### src/hdl/i2cms_pkg.sv
package i2cms_pkg;

    // Function codes of an input item.
    localparam logic [2:0] CMD_NONE  = 3'd0;
    localparam logic [2:0] CMD_START = 3'd1;
    localparam logic [2:0] CMD_STOP  = 3'd2;
    localparam logic [2:0] CMD_WRITE = 3'd3;
    localparam logic [2:0] CMD_READ  = 3'd4;

    // Acknowledge modes after a read.
    localparam logic [1:0] ACKM_ACK  = 2'd0;
    localparam logic [1:0] ACKM_NAK  = 2'd1;
    localparam logic [1:0] ACKM_NONE = 2'd2;

    // Status codes.
    localparam logic [1:0] STAT_ACK     = 2'd0;
    localparam logic [1:0] STAT_NAK     = 2'd1;
    localparam logic [1:0] STAT_BADADDR = 2'd2;

    localparam logic [9:0] ADDR_MAX = 10'h7F;

    // Segment indexes where sequences branch or end.
    localparam logic [5:0] START_HDR_SEGS  = 6'd3;
    localparam logic [5:0] START_SEND_END  = 6'd38;
    localparam logic [5:0] START_STOP_BASE = 6'd39;
    localparam logic [5:0] START_STOP_END  = 6'd41;
    localparam logic [5:0] STOP_END        = 6'd2;
    localparam logic [5:0] SEND_BITS_SEGS  = 6'd32;
    localparam logic [5:0] WRITE_END       = 6'd35;
    localparam logic [5:0] READ_DATA_END   = 6'd24;
    localparam logic [5:0] READ_ACK_BASE   = 6'd25;
    localparam logic [5:0] READ_END        = 6'd28;
    localparam logic [5:0] PHASE_MAX       = 6'd42;

    localparam logic [0:0] REG_TPQ = 1'b0;

    typedef enum logic [1:0] {
        PIN_LOW  = 2'd0,
        PIN_HIGH = 2'd1,
        PIN_REL  = 2'd2
    } pin_t;

    typedef enum logic [1:0] {
        KIND_NONE = 2'd0,
        KIND_ACK  = 2'd1,
        KIND_RBIT = 2'd2,
        KIND_WBIT = 2'd3
    } kind_t;

    typedef struct packed {
        pin_t  sda;
        pin_t  scl;
        kind_t kind;
    } seg_t;

    typedef struct packed {
        logic [2:0] func;
        logic [9:0] address;
        logic       read_not_write;
        logic [7:0] write_data;
        logic [1:0] ack_mode;
        logic       sda_sample;
    } item_t;

    typedef struct packed {
        logic [5:0] phase_step;
        logic [3:0] bit_count;
        logic [7:0] shift_byte;
        logic       bus_started;
        logic [2:0] active_command;
        logic [1:0] saved_ack_mode;
        logic [1:0] last_status;
        pin_t       pin_sda;
        pin_t       pin_scl;
        logic [7:0] read_latch;
    } seq_state_t;

    typedef struct packed {
        logic [1:0] sda_drive;
        logic [1:0] scl_drive;
        logic       busy_res;
        logic       done_res;
        logic [1:0] ack_status;
        logic [7:0] read_data;
        logic       rejected;
    } result_t;

endpackage

### src/hdl/i2cms_cfg_regs.sv
module i2cms_cfg_regs (
    input  logic        clk,
    input  logic        rst_n,
    input  logic        psel,
    input  logic        penable,
    input  logic        pwrite,
    input  logic [2:0]  paddr,
    input  logic [31:0] pwdata,
    output logic [31:0] prdata,
    output logic        pready,
    output logic [15:0] ticks_per_quarter
);
    import i2cms_pkg::*;

    logic [15:0] tpq_reg;
    logic        wr_en;

    assign pready = 1'b1;
    assign wr_en  = psel && penable && pwrite && pready;

    always_ff @(posedge clk or negedge rst_n)
    begin
        if (!rst_n)
        begin
            tpq_reg <= 16'd1;
        end
        else if (wr_en && paddr[2] == REG_TPQ)
        begin
            tpq_reg <= pwdata[15:0];
        end
    end

    always_comb
    begin
        prdata = '0;
        if (paddr[2] == REG_TPQ)
        begin
            prdata = {16'd0, tpq_reg};
        end
    end

    assign ticks_per_quarter = tpq_reg;

endmodule

### src/hdl/i2cms_seg_decode.sv
module i2cms_seg_decode (
    input  logic [2:0]       active_command,
    input  logic [5:0]       idx,
    input  logic             data_msb,
    input  logic [1:0]       saved_ack_mode,
    output i2cms_pkg::seg_t  seg
);
    import i2cms_pkg::*;

    function automatic seg_t send_seg(input logic [5:0] k, input logic b);
        seg_t s;
        logic [1:0] r;
        r = k[1:0];
        s.scl = (r == 2'd1 || r == 2'd2) ? PIN_HIGH : PIN_LOW;
        if (k < SEND_BITS_SEGS)
        begin
            s.sda  = b ? PIN_HIGH : PIN_LOW;
            s.kind = (r == 2'd3) ? KIND_WBIT : KIND_NONE;
        end
        else
        begin
            s.sda  = PIN_REL;
            s.kind = (r == 2'd1) ? KIND_ACK : KIND_NONE;
        end
        return s;
    endfunction

    function automatic seg_t stop_seg(input logic [5:0] j);
        seg_t s;
        s.kind = KIND_NONE;
        if (j == 6'd0)
        begin
            s.sda = PIN_LOW;
            s.scl = PIN_LOW;
        end
        else if (j == 6'd1)
        begin
            s.sda = PIN_LOW;
            s.scl = PIN_HIGH;
        end
        else
        begin
            s.sda = PIN_REL;
            s.scl = PIN_REL;
        end
        return s;
    endfunction

    logic [5:0] rd_x;
    logic [8:0] rd_prod;
    logic [2:0] rd_q;
    logic [5:0] rd_rem;
    logic [1:0] ack_j;

    // Slot within a read bit is (idx - 1) mod 3; x * 11 / 32 gives x / 3 for x up to 23.
    always_comb
    begin
        rd_x    = idx - 6'd1;
        rd_prod = 9'(rd_x) * 9'd11;
        rd_q    = rd_prod[7:5];
        rd_rem  = rd_x - 6'({rd_q, 1'b0}) - 6'(rd_q);
        ack_j   = 2'(idx - READ_ACK_BASE);
    end

    always_comb
    begin
        seg = '{sda: PIN_REL, scl: PIN_REL, kind: KIND_NONE};
        case (active_command)
            CMD_START:
            begin
                if (idx == 6'd0)
                begin
                    seg = '{sda: PIN_HIGH, scl: PIN_HIGH, kind: KIND_NONE};
                end
                else if (idx == 6'd1)
                begin
                    seg = '{sda: PIN_LOW, scl: PIN_HIGH, kind: KIND_NONE};
                end
                else if (idx == 6'd2)
                begin
                    seg = '{sda: PIN_LOW, scl: PIN_LOW, kind: KIND_NONE};
                end
                else if (idx < START_STOP_BASE)
                begin
                    seg = send_seg(idx - START_HDR_SEGS, data_msb);
                end
                else
                begin
                    seg = stop_seg(idx - START_STOP_BASE);
                end
            end
            CMD_STOP:
            begin
                seg = stop_seg(idx);
            end
            CMD_WRITE:
            begin
                seg = send_seg(idx, data_msb);
            end
            CMD_READ:
            begin
                if (idx == 6'd0)
                begin
                    seg = '{sda: PIN_REL, scl: PIN_LOW, kind: KIND_NONE};
                end
                else if (idx < READ_ACK_BASE)
                begin
                    if (rd_rem == 6'd2)
                    begin
                        seg = '{sda: PIN_REL, scl: PIN_LOW, kind: KIND_NONE};
                    end
                    else
                    begin
                        seg.sda  = PIN_REL;
                        seg.scl  = PIN_HIGH;
                        seg.kind = (rd_rem == 6'd0) ? KIND_RBIT : KIND_NONE;
                    end
                end
                else
                begin
                    seg.sda  = saved_ack_mode[0] ? PIN_HIGH : PIN_LOW;
                    seg.scl  = (ack_j == 2'd1 || ack_j == 2'd2) ? PIN_HIGH : PIN_LOW;
                    seg.kind = KIND_NONE;
                end
            end
            default:
            begin
                seg = '{sda: PIN_REL, scl: PIN_REL, kind: KIND_NONE};
            end
        endcase
    end

endmodule

### src/hdl/i2cms_step.sv
module i2cms_step #(
    parameter int TICK_COUNTER_BITS = 16
) (
    input  i2cms_pkg::item_t               item,
    input  i2cms_pkg::seq_state_t          state_in,
    input  logic [TICK_COUNTER_BITS-1:0]   tick_in,
    input  logic [15:0]                    ticks_per_quarter,
    output i2cms_pkg::seq_state_t          state_out,
    output logic [TICK_COUNTER_BITS-1:0]   tick_out,
    output i2cms_pkg::result_t             result
);
    import i2cms_pkg::*;

    localparam int LW = (TICK_COUNTER_BITS > 16) ? TICK_COUNTER_BITS : 16;

    logic [LW-1:0]                tpq_w;
    logic [LW-1:0]                mask_w;
    logic [LW-1:0]                limit_w;
    logic [TICK_COUNTER_BITS-1:0] limit;

    // The delay unit is at least one tick and at most what the counter can hold.
    always_comb
    begin
        tpq_w  = LW'(ticks_per_quarter);
        mask_w = LW'({TICK_COUNTER_BITS{1'b1}});
        if (ticks_per_quarter == 16'd0)
        begin
            limit_w = LW'(1);
        end
        else if (tpq_w > mask_w)
        begin
            limit_w = mask_w;
        end
        else
        begin
            limit_w = tpq_w;
        end
        limit = limit_w[TICK_COUNTER_BITS-1:0];
    end

    logic                         is_cmd;
    seq_state_t                   st_load;
    logic [TICK_COUNTER_BITS-1:0] tc_load;
    logic                         load_done;
    logic                         rej;

    assign is_cmd = item.func inside {[CMD_START:CMD_READ]};

    // Command launch while idle; a command that arrives while busy is rejected.
    always_comb
    begin
        st_load   = state_in;
        tc_load   = tick_in;
        load_done = 1'b0;
        rej       = 1'b0;
        if (state_in.phase_step == 6'd0)
        begin
            if (is_cmd)
            begin
                if (item.func == CMD_START && item.address > ADDR_MAX)
                begin
                    st_load.last_status = STAT_BADADDR;
                    load_done           = 1'b1;
                end
                else if (item.func == CMD_STOP && !state_in.bus_started)
                begin
                    load_done = 1'b1;
                end
                else
                begin
                    st_load.active_command = item.func;
                    st_load.phase_step     = 6'd1;
                    st_load.bit_count      = 4'd0;
                    tc_load                = '0;
                    case (item.func)
                        CMD_START:
                        begin
                            st_load.shift_byte = {item.address[6:0], item.read_not_write};
                        end
                        CMD_WRITE:
                        begin
                            st_load.shift_byte = item.write_data;
                        end
                        CMD_READ:
                        begin
                            st_load.shift_byte     = 8'd0;
                            st_load.saved_ack_mode = (item.ack_mode > ACKM_NAK) ? ACKM_NONE
                                                                                : item.ack_mode;
                        end
                        default:
                        begin
                        end
                    endcase
                end
            end
        end
        else if (is_cmd)
        begin
            rej = 1'b1;
        end
    end

    logic [5:0] idx;
    seg_t       seg;

    assign idx = st_load.phase_step - 6'd1;

    i2cms_seg_decode u_seg (
        .active_command (st_load.active_command),
        .idx            (idx),
        .data_msb       (st_load.shift_byte[7]),
        .saved_ack_mode (st_load.saved_ack_mode),
        .seg            (seg)
    );

    logic [TICK_COUNTER_BITS-1:0] tc_inc;
    logic                         fin;
    logic                         fin_done;

    always_comb
    begin
        state_out = st_load;
        tick_out  = tc_load;
        tc_inc    = tc_load + 1'b1;
        fin       = 1'b0;
        fin_done  = 1'b0;
        if (st_load.phase_step != 6'd0)
        begin
            if (tc_load == '0)
            begin
                state_out.pin_sda = seg.sda;
                state_out.pin_scl = seg.scl;
            end
            tick_out = tc_inc;
            if (tc_inc >= limit)
            begin
                tick_out = '0;
                case (seg.kind)
                    KIND_ACK:
                    begin
                        state_out.last_status = {1'b0, item.sda_sample};
                    end
                    KIND_RBIT:
                    begin
                        state_out.shift_byte = {st_load.shift_byte[6:0], item.sda_sample};
                        state_out.bit_count  = st_load.bit_count + 4'd1;
                    end
                    KIND_WBIT:
                    begin
                        state_out.shift_byte = {st_load.shift_byte[6:0], 1'b0};
                        state_out.bit_count  = st_load.bit_count + 4'd1;
                    end
                    default:
                    begin
                    end
                endcase
                case (st_load.active_command)
                    CMD_START:
                    begin
                        // After the address byte, a NAK rolls on into the stop segments.
                        if (idx == START_SEND_END)
                        begin
                            state_out.bus_started = 1'b1;
                            fin = (state_out.last_status == STAT_ACK);
                        end
                        else if (idx >= START_STOP_END)
                        begin
                            state_out.bus_started = 1'b0;
                            fin = 1'b1;
                        end
                    end
                    CMD_STOP:
                    begin
                        if (idx >= STOP_END)
                        begin
                            state_out.bus_started = 1'b0;
                            fin = 1'b1;
                        end
                    end
                    CMD_WRITE:
                    begin
                        fin = (idx >= WRITE_END);
                    end
                    CMD_READ:
                    begin
                        if (idx == READ_DATA_END)
                        begin
                            state_out.read_latch = state_out.shift_byte;
                            fin = (st_load.saved_ack_mode == ACKM_NONE);
                        end
                        else if (idx >= READ_END)
                        begin
                            fin = 1'b1;
                        end
                    end
                    default:
                    begin
                        fin = 1'b1;
                    end
                endcase
                if (fin)
                begin
                    state_out.phase_step     = 6'd0;
                    state_out.active_command = CMD_NONE;
                    fin_done                 = 1'b1;
                end
                else
                begin
                    state_out.phase_step = st_load.phase_step + 6'd1;
                end
            end
        end
    end

    always_comb
    begin
        result.sda_drive  = state_out.pin_sda;
        result.scl_drive  = state_out.pin_scl;
        result.busy_res   = (state_out.phase_step != 6'd0);
        result.done_res   = load_done || fin_done;
        result.ack_status = state_out.last_status;
        result.read_data  = state_out.read_latch;
        result.rejected   = rej;
    end

endmodule

### src/hdl/i2c_master_byte_sequencer_top.sv
// Channel   Direction  Handshake          Payload
// in        input      in_valid/in_ready  func, address, read_not_write, write_data,
//                                         ack_mode, sda_sample
// out       output     out_valid/out_ready sda_drive, scl_drive, busy_res, done_res,
//                                         ack_status, read_data, rejected
// cfg       APB        psel/penable       ticks_per_quarter at byte address 0
//
// Each tick item is held in the input register and passes through the sequencer step
// logic into the result register, from which its result is offered; one item is taken
// every cycle while the result side does not stall. The step is one pass of the
// segment decoder and counter.
// Reset returns the sequencer to idle with both lines released and the delay at 1.
// A stall on the result side holds the input register; while it is full and stalled, in_ready drops.
module i2c_master_byte_sequencer_top #(
    parameter int TICK_COUNTER_BITS = 16
) (
    input  logic        clk,
    input  logic        rst_n,
    input  logic        psel,
    input  logic        penable,
    input  logic        pwrite,
    input  logic [2:0]  paddr,
    input  logic [31:0] pwdata,
    output logic [31:0] prdata,
    output logic        pready,
    input  logic        in_valid,
    output logic        in_ready,
    input  logic [2:0]  func,
    input  logic [9:0]  address,
    input  logic        read_not_write,
    input  logic [7:0]  write_data,
    input  logic [1:0]  ack_mode,
    input  logic        sda_sample,
    output logic        out_valid,
    input  logic        out_ready,
    output logic [1:0]  sda_drive,
    output logic [1:0]  scl_drive,
    output logic        busy_res,
    output logic        done_res,
    output logic [1:0]  ack_status,
    output logic [7:0]  read_data,
    output logic        rejected
);
    import i2cms_pkg::*;

    logic [15:0] ticks_per_quarter;

    i2cms_cfg_regs u_cfg (
        .clk               (clk),
        .rst_n             (rst_n),
        .psel              (psel),
        .penable           (penable),
        .pwrite            (pwrite),
        .paddr             (paddr),
        .pwdata            (pwdata),
        .prdata            (prdata),
        .pready            (pready),
        .ticks_per_quarter (ticks_per_quarter)
    );

    logic                         in_valid_reg;
    item_t                        item_reg;
    logic                         out_valid_reg;
    result_t                      result_reg;
    result_t                      result_next;
    seq_state_t                   state_reg;
    seq_state_t                   state_next;
    logic [TICK_COUNTER_BITS-1:0] tick_counter_reg;
    logic [TICK_COUNTER_BITS-1:0] tick_counter_next;
    logic                         advance;

    assign advance  = in_valid_reg && (!out_valid_reg || out_ready);
    assign in_ready = !in_valid_reg || advance;

    i2cms_step #(
        .TICK_COUNTER_BITS (TICK_COUNTER_BITS)
    ) u_step (
        .item              (item_reg),
        .state_in          (state_reg),
        .tick_in           (tick_counter_reg),
        .ticks_per_quarter (ticks_per_quarter),
        .state_out         (state_next),
        .tick_out          (tick_counter_next),
        .result            (result_next)
    );

    always_ff @(posedge clk or negedge rst_n)
    begin
        if (!rst_n)
        begin
            in_valid_reg <= 1'b0;
        end
        else if (in_ready)
        begin
            in_valid_reg <= in_valid;
        end
    end

    always_ff @(posedge clk)
    begin
        if (in_valid && in_ready)
        begin
            item_reg <= '{func: func, address: address, read_not_write: read_not_write,
                          write_data: write_data, ack_mode: ack_mode,
                          sda_sample: sda_sample};
        end
    end

    always_ff @(posedge clk or negedge rst_n)
    begin
        if (!rst_n)
        begin
            state_reg <= '{phase_step: 6'd0, bit_count: 4'd0, shift_byte: 8'd0,
                           bus_started: 1'b0, active_command: CMD_NONE,
                           saved_ack_mode: ACKM_NONE, last_status: STAT_ACK,
                           pin_sda: PIN_REL, pin_scl: PIN_REL, read_latch: 8'd0};
            tick_counter_reg <= '0;
        end
        else if (advance)
        begin
            state_reg        <= state_next;
            tick_counter_reg <= tick_counter_next;
        end
    end

    always_ff @(posedge clk or negedge rst_n)
    begin
        if (!rst_n)
        begin
            out_valid_reg <= 1'b0;
        end
        else if (advance)
        begin
            out_valid_reg <= 1'b1;
        end
        else if (out_ready)
        begin
            out_valid_reg <= 1'b0;
        end
    end

    always_ff @(posedge clk)
    begin
        if (advance)
        begin
            result_reg <= result_next;
        end
    end

    assign out_valid  = out_valid_reg;
    assign sda_drive  = result_reg.sda_drive;
    assign scl_drive  = result_reg.scl_drive;
    assign busy_res   = result_reg.busy_res;
    assign done_res   = result_reg.done_res;
    assign ack_status = result_reg.ack_status;
    assign read_data  = result_reg.read_data;
    assign rejected   = result_reg.rejected;

    a_state_holds: assert property (@(posedge clk) disable iff (!rst_n)
        !advance |=> $stable(state_reg) && $stable(tick_counter_reg))
        else $error("sequencer state changed without an item");

    a_done_not_busy: assert property (@(posedge clk) disable iff (!rst_n)
        advance && result_next.done_res |-> !result_next.busy_res)
        else $error("completed item still reports busy");

    a_reject_busy: assert property (@(posedge clk) disable iff (!rst_n)
        advance && result_next.rejected |-> state_reg.phase_step != 6'd0)
        else $error("command rejected while idle");

    a_idle_counter: assert property (@(posedge clk) disable iff (!rst_n)
        state_reg.phase_step == 6'd0 |-> tick_counter_reg == '0)
        else $error("tick counter running while idle");

    a_phase_range: assert property (@(posedge clk) disable iff (!rst_n)
        state_reg.phase_step <= PHASE_MAX)
        else $error("segment index beyond the longest sequence");

endmodule

### config.mk
export PLATFORM = sky130hd
export DESIGN_NAME = i2c_master_byte_sequencer_top
export DESIGN_NICKNAME = d
export VERILOG_FILES = /design/src/hdl/i2cms_pkg.sv /design/src/hdl/i2cms_cfg_regs.sv /design/src/hdl/i2cms_seg_decode.sv /design/src/hdl/i2cms_step.sv /design/src/hdl/i2c_master_byte_sequencer_top.sv
export SDC_FILE = /design/constraint.sdc
export NUM_CORES = 1
export LEC_CHECK = 0
export ABC_AREA = 1
export BUFFER_PORTS_ARGS = -buffer_cell sky130_fd_sc_hd__buf_2
export CORE_ASPECT_RATIO = 0.75
export CORE_MARGIN = 2
export CORE_UTILIZATION = 58
export DETAILED_ROUTE_END_ITERATION = 10
export PLACE_DENSITY_LB_ADDON = 0.08
export RECOVER_POWER = 100
export SLEW_MARGIN = 30
export SYNTH_ARGS = -nofsm -noshare
export SYNTH_HDL_FRONTEND = slang
export SYNTH_SLANG_ARGS = --single-unit
### constraint.sdc
create_clock -name clk -period 8.47 [get_ports clk]
set_clock_uncertainty 0.05 [all_clocks]
set_input_delay 2.1175 -clock clk [delete_from_list [all_inputs] [get_ports clk]]
set_output_delay 2.1175 -clock clk [all_outputs]
set_load 0.1 [all_outputs]
==> run summary, run 1 <==
The number of hold buffers added after cts is 0. The share of Yosys cell area claimed by the top area cell type is 21.5%. The initial core utilization is 60.0%. The level count of the clock H-tree is 3.

After clock tree synthesis, the clock-pin slew on the worst setup and hold paths is around 80 ps. The finished layout cell area came out at between 8000 and 9000 µm². The standard cell area after detailed placement came out at 7980 µm². At the placement stage, the worst setup path has a slack of 835 ps. The highest routing layer actually used is met4. The core box area came out at between 10000 and 15000 µm².

The async set or reset register ratio after synthesis is between 60% and 70%. The count of synthesis-stage warnings from yosys came out at 0. The average via count per standard cell came out at 5.29. The average cell area after synthesis is ~7.9 µm². The library cell used most frequently in the layout, excluding fill and tap cells, is sky130_fd_sc_hd__nand2_1. The proportion of layout cells with a drive suffix above 1 came out at between 10% and 20%. The filler cell count in the final layout is 1136. The number of flip-flops in the largest register is 34. The kind of critical path is reg -> reg. The via count of the first global-routing pass came out at 5541. The path class of the tightest hold or removal check is reg -> reg. The data arrival time of the worst path is 7790 ps. The delay contributed by the slowest stage of the critical path came out at 610 ps. The max-cap check violation count came out at 3. The multi-input combinational cells in the finished layout cover a total of 3730 µm². The post-detailed-routing wire length came out at 16100 µm. The clock reaches the later pin of the worst-skew pair after ~360 ps.

The sequential area share after synthesis is 39.8%. The clock passes through at most 2 buffers. The number of hold-slack violations in the final timing report came out at 0. The flow ran to the end, but the final reports show violations. The worst setup path is captured at a register. The detailed route wirelength on metal2 is between 6000 and 7000 µm. The number of antenna violations at the first check in global routing came out at 0. between 100 and 150 I/O pins were placed. The die width is 135 µm. In the routed design, unresolved DRC markers number 0. The minimum setup slack in the final design is 745 ps. The most common cell type on the critical path is sky130_fd_sc_hd__inv_1.

In the layout the commonest cells are sky130_fd_sc_hd__nand2_1 (190), sky130_fd_sc_hd__inv_1 (138), sky130_fd_sc_hd__nor2_1 (95), sky130_fd_sc_hd__nand3_1 (81), sky130_fd_sc_hd__dfrtp_1 (64). The post-synthesis instance total came out at 940. The number of buffers added by the clock tree synthesis step is 9. The clock drives between 100 and 150 sinks.

The first global-routing pass estimated 27000 µm of wire. Ranked by total cell area, the synthesized netlist is headed by sky130_fd_sc_hd__dfrtp_1 (21%), sky130_fd_sc_hd__edfxtp_1 (17%), sky130_fd_sc_hd__nand2_1 (9.5%). The final cycle utilization of the critical path is 91.2%. The nature of the critical path startpoint is a register. After synthesis the netlist holds a flip-flop and latch count of 110.

The routed length on met3 is 953 µm. In the global route stage, overall resource usage came out at between 20% and 30%. The number of nets with antenna violations after detailed routing came out at 0.

The post-CTS setup buffer count is 0. The area of all sequential standard cells is between 2000 and 3000 µm². Setup repair after global routing left no endpoint under its margin. The synthesized netlist occupies a cell area of 7460 µm². The number of antenna diodes in the final layout is 0.

The layout overhead on the synthesized area is 9.52%. The highest achievable clock rate came out at 0.129 GHz. The worst path required time came out at about 8500 ps.

The number of input and output port buffers inserted came out at between 80 and 90. The root buffer cell chosen for the clock tree is sky130_fd_sc_hd__clkbuf_16. The remaining max-slew budget at the tightest pin came out at -150%. The average wire length per cell after detail routing came out at roughly 14 µm. The number of nets at the end of the flow is 1133. The TritonCTS clock tree is done. The post-CTS resize count is 0. The number of search-and-repair iterations in the first detailed-routing pass came out at 7.

In this run, distinct cell masters in the synthesized netlist total 53. The cell accounting for the most synthesized area is sky130_fd_sc_hd__dfrtp_1. The final reports fail on max-capacitance violations, max-slew violations. The initialized floorplan defines 35 standard-cell rows.

At the pin with the least slew margin, the transition time is 3750 ps. In this run the worst path has a maximum fanout of 13. The count of flip-flops with a built-in enable after synthesis came out at 42. The floorplan step defined a die boundary enclosing 13800 µm². Among all flip-flop cells after synthesis, the most frequent one is sky130_fd_sc_hd__dfrtp_1. Routability-driven placement finished with a final weighted congestion of 0.966. The post-route core utilization is 65.7%. Summed over all layers, the global routing overflow is 0. The slowest stage of the critical path belongs to the cell sky130_fd_sc_hd__edfxtp_1. The floorplan step set the die height to 102 µm.

The setup violation total in the final timing report is 0. For this block, the via count after detailed routing is 6270. After the first detailed-routing iteration, the DRC count stood at 469. The max-slew violation total from the final report came out at 178. The final HPWL from detailed placement is 11900 µm. For the finished layout, the period the worst path requires is between 7000 and 8000 ps.

The pin count of the biggest net entering global routing came out at 71. The setup TNS after final layout is 0 ps. After detailed routing, the wire length on met1 is 8280 µm.
==> critical path: cells and delay by family, from the launching register on <==
family / cells / cell delay (ps)
adder cells (fa/ha/maj): 6 / 2030
flip-flops: 1 / 610
buffers and inverters: 7 / 480
XOR/XNOR: 3 / 820
AO/OA/AOI/OAI: 7 / 1320
AND/OR/NAND/NOR: 14 / 2150
==> cells in the mapped netlist, types with 17 or more instances <==
library cell	count
sky130_fd_sc_hd__buf_4	17
sky130_fd_sc_hd__inv_1	137
sky130_fd_sc_hd__xor2_1	19
sky130_fd_sc_hd__ha_1	47
sky130_fd_sc_hd__dfrtp_1	64
sky130_fd_sc_hd__nor2_1	94
sky130_fd_sc_hd__o21ai_0	42
sky130_fd_sc_hd__nand3_1	80
sky130_fd_sc_hd__edfxtp_1	42
sky130_fd_sc_hd__nand2_1	189
sky130_fd_sc_hd__a21oi_1	44
sky130_fd_sc_hd__clkbuf_1	23
==> worst paths after layout <==
| check | depth (start not counted) | from | slack [ps] | to |
|---|---|---|---|---|
| max in group asynchronous | 2 | rst_n | 3160 | state_reg[16] |
| worst min-delay path | 2 | state_reg[11] | 430 | state_reg[11] |
| min in group asynchronous | 2 | rst_n | 3090 | u_cfg.ticks_per_quarter[9] |
| worst min register to register | 2 | state_reg[11] | 430 | state_reg[11] |
| worst max-delay path | 37 | item_reg[23] | 740 | read_data[6] |
| worst max register to register | 37 | item_reg[23] | 740 | read_data[6] |
==> logic make-up (layout without fill, tap and decap cells) <==
group / Yosys count / count (layout) / synth area share [%]
AOI/OAI and AO/OA: 137 / 137 / 11.0
buffers and inverters: 188 / 253 / 10.5
adders and majority gates: 51 / 51 / 8.95
and+or+nand+nor: 426 / 426 / 26.2
other: 2 / 17 / 0.101
DFF: 110 / 110 / 39.8
xor gates and xnor gates: 26 / 26 / 3.40
==> routing by layer <==
layer	vias to the layer above	track usage [%]
met5	-	0
met4	0	5.13
met3	17	4.17
met2	181	35.2
met1	2890	38.7
li1	3182	-
==> area by class of cell <==
| type | instances | share of cell area, % |
|---|---|---|
| sequential | 110 | 36.3 |
| inverter | 143 | 6.57 |
| timing repair buffer | 94 | 5.31 |
| clock inverter | 7 | 0.918 |
| multi-input combinational | 657 | 45.6 |
| clock buffer | 9 | 2.76 |
| tap | 166 | 2.54 |
==> through the flow <==
stage | instances | hold WS [ps]
2_1_floorplan | 955 | 394
3_3_place_gp | 1170 | 407
3_5_place_dp | 1170 | 411
4_1_cts | 1186 | 426
5_1_grt | 1186 | 447
6_report | 1186 | 428
Power of run 1 is not shown: default switching activity piles up to over one toggle a cycle in this logic, so the estimate is an artifact.
==> run 2, diff against run 1 <==
- CELL_PAD_IN_SITES_DETAIL_PLACEMENT: unset -> 1
- CELL_PAD_IN_SITES_GLOBAL_PLACEMENT: unset -> 1
- CORE_UTILIZATION: 58 -> 43
==> run 2 against run 1 <==
Net effect: the flow still finishes with violations (max-capacitance violations, max-slew violations); non-clock buffer count is 2 higher; sequential share of layout area fell by 0.39 points; critical path depth is 2 higher; count of clock-buffer cells in the layout is the same; setup slack better by 4.1 ps; routed wire length up 24%; highest routed layer unchanged.
==> run summary, run 2 (synthesized netlist as in run 1, its figures left out) <==
CTS placed an instance of sky130_fd_sc_hd__clkbuf_16 at the clock tree root. The post-CTS resize count came out at 0. The first global-routing pass estimated 33000 µm of wire. From bottom edge to top edge, the die measures around 120 µm. The pre-antenna-repair detailed-routing pass consisted of 6 iterations. The path class of the tightest hold or removal check is reg -> reg.

The highest achievable clock rate is approximately 0.13 GHz. The number of hold-slack violations in the final timing report is 0. The max-cap check violation count came out at 3. The final routed DRC violation total is 0. The max-slew violation total from the final report came out at 164. The final reports fail on max-capacitance violations, max-slew violations. The initial core utilization came out at 44.1%.

The delay contributed by the slowest stage of the critical path is 690 ps. In the final routed layout, each cell accounts on average for 16.1 µm. For this design, the sink count on the clock tree is 110. The number of ports placed on the die boundary is 119. Once detailed placement completed, the half-perimeter wirelength came to approximately 15000 µm. The routability congestion estimate came out at between 0.8 and 0.9. The most common cell type on the critical path is sky130_fd_sc_hd__inv_1.

The startpoint identified for the worst hold timing path is state_reg[15]. The worst-case clock buffer depth came out at 2. The setup path with the least slack is of type reg -> reg. The final cell count without fillers came out at 1237. The data arrival time of the worst path is 7780 ps. The highest-delay cell along the critical path is sky130_fd_sc_hd__edfxtp_1.

Setup violations remaining at the end of the flow were counted as 0. Summed over all failing endpoints, the final setup total negative slack is 0 ps. After clock tree synthesis, the setup repair step added 0 buffers. The TritonCTS clock tree is done. Input and output buffers added on the ports amount to 83. The library cells used most frequently in the layout, excluding fill and tap cells, are sky130_fd_sc_hd__nand2_1 (190), sky130_fd_sc_hd__inv_1 (139), sky130_fd_sc_hd__nor2_1 (95), sky130_fd_sc_hd__nand3_1 (80), sky130_fd_sc_hd__dfrtp_1 (64). The worst path required time is 8530 ps. After filler insertion, the fill cell instance count of the layout stands at roughly 2.2k.

The violation count after the first detailed-routing iteration is 460. The number of buffers added by the clock tree synthesis step is 9. The worst setup path is captured at a register. The pin count of the biggest net entering global routing came out at 69. The number of antenna violations at the first check in global routing came to 0.

Relative to the synthesized area, the layout overhead comes to 10.7%. The proportion of layout cells with a drive suffix above 1 is between 10% and 20%. The critical path starts at item_reg[23]. The repair_antennas step left the layout with diodes totalling 0. In the global route stage, overall resource usage came out at 22.6%. The final cycle utilization of the critical path came out at 91.2%.

The register with the most flip-flops in the layout has 34 of them. The level count of the clock H-tree is 3. The die width is between 150 and 200 µm. The number of hold buffers added after cts is 0. The nature of the critical path startpoint is a register. The area of the die came out at 18400 µm². The clock latency on the worst-skew pair came out at 360 ps.

The post-route core utilization came out at 48.8%. The library cell used most frequently in the layout, excluding fill and tap cells, is sky130_fd_sc_hd__nand2_1. The remaining max-slew budget at the tightest pin came out at -165%.

The cell total after placement is between 1k and 1.5k. The number of nets with antenna violations after detailed routing is 0. The post-detailed-routing wire length is 19900 µm. The worst register-to-register path begins at item_reg[23]. Setup repair after global routing left no endpoint under its margin. For the finished layout, the period the worst path requires is 7720 ps. The average via count per standard cell came out at 5.20.

The flow ran to the end, but the final reports show violations. The core box area is roughly 17000 µm². The top fanout value on the critical path came out at 13. In the final design database the tool counted 1135 nets.

Summing over every cut layer, the via total after detailed routing is 6435. The sum of overflow across all layers after global routing is 0. The via count of the first global-routing pass came out at around 6.4k. The transition time at the pin with the least slew margin came out at 3970 ps.

Clock-pin slew was measured on the worst setup and hold paths at 80 ps. The number of cell rows is 41.
-- run 2: through the flow --
| step | setup slack (ps) | hold WS [ps] | instance area [µm²] |
|---|---|---|---|
| after floorplan | 1350 | 394 | 7520 |
| after global placement | 903 | 405 | 8050 |
| after detailed placement | 790 | 414 | 8050 |
| after CTS | 730 | 427 | 8360 |
| after global routing | 31.0 | 456 | 8260 |
| final | 749 | 423 | 8260 |
-- run 2: area by class of cell --
cell class,instances,area (µm²),share of cell area (%)
Clock buffer,9,225,2.73
Inverter,143,537,6.50
Clock inverter,7,87.6,1.06
Sequential cell,110,2970,35.9
Timing Repair Buffer,96,444,5.38
Tap cell,215,269,3.26
Multi-Input combinational cell,657,3730,45.2
-- run 2: worst paths after layout --
check	endpoint	slack, ps	depth (start not counted)
min	state_reg[15]	420	2
max reg2reg	read_data[0]	750	39
max in group asynchronous	state_reg[16]	2960	2
min reg2reg	state_reg[15]	420	2
max	read_data[0]	750	39
min in group asynchronous	tick_counter_reg[9]	3190	2
-- run 2: per-layer routing --
layer / GRT usage (%) / vias up / share of wire [%]
li1: - / 3183 / -
met1: 34.9 / 3117 / 52
met2: 33.7 / 122 / 43
met3: 3.20 / 13 / 4.1
met4: 4.07 / 0 / 0.84
met5: 0 / - / 0
-- run 2: critical path, delay by kind of cell (launching register included) --
family | cells | cell delay (ps)
simple gates | 16 | 2400
fa+ha+maj | 6 | 2060
xor+xnor | 3 | 610
buf+inv | 7 | 600
flops | 1 | 690
compound gates | 7 | 1050
Power of run 2 is left out for the same reason.
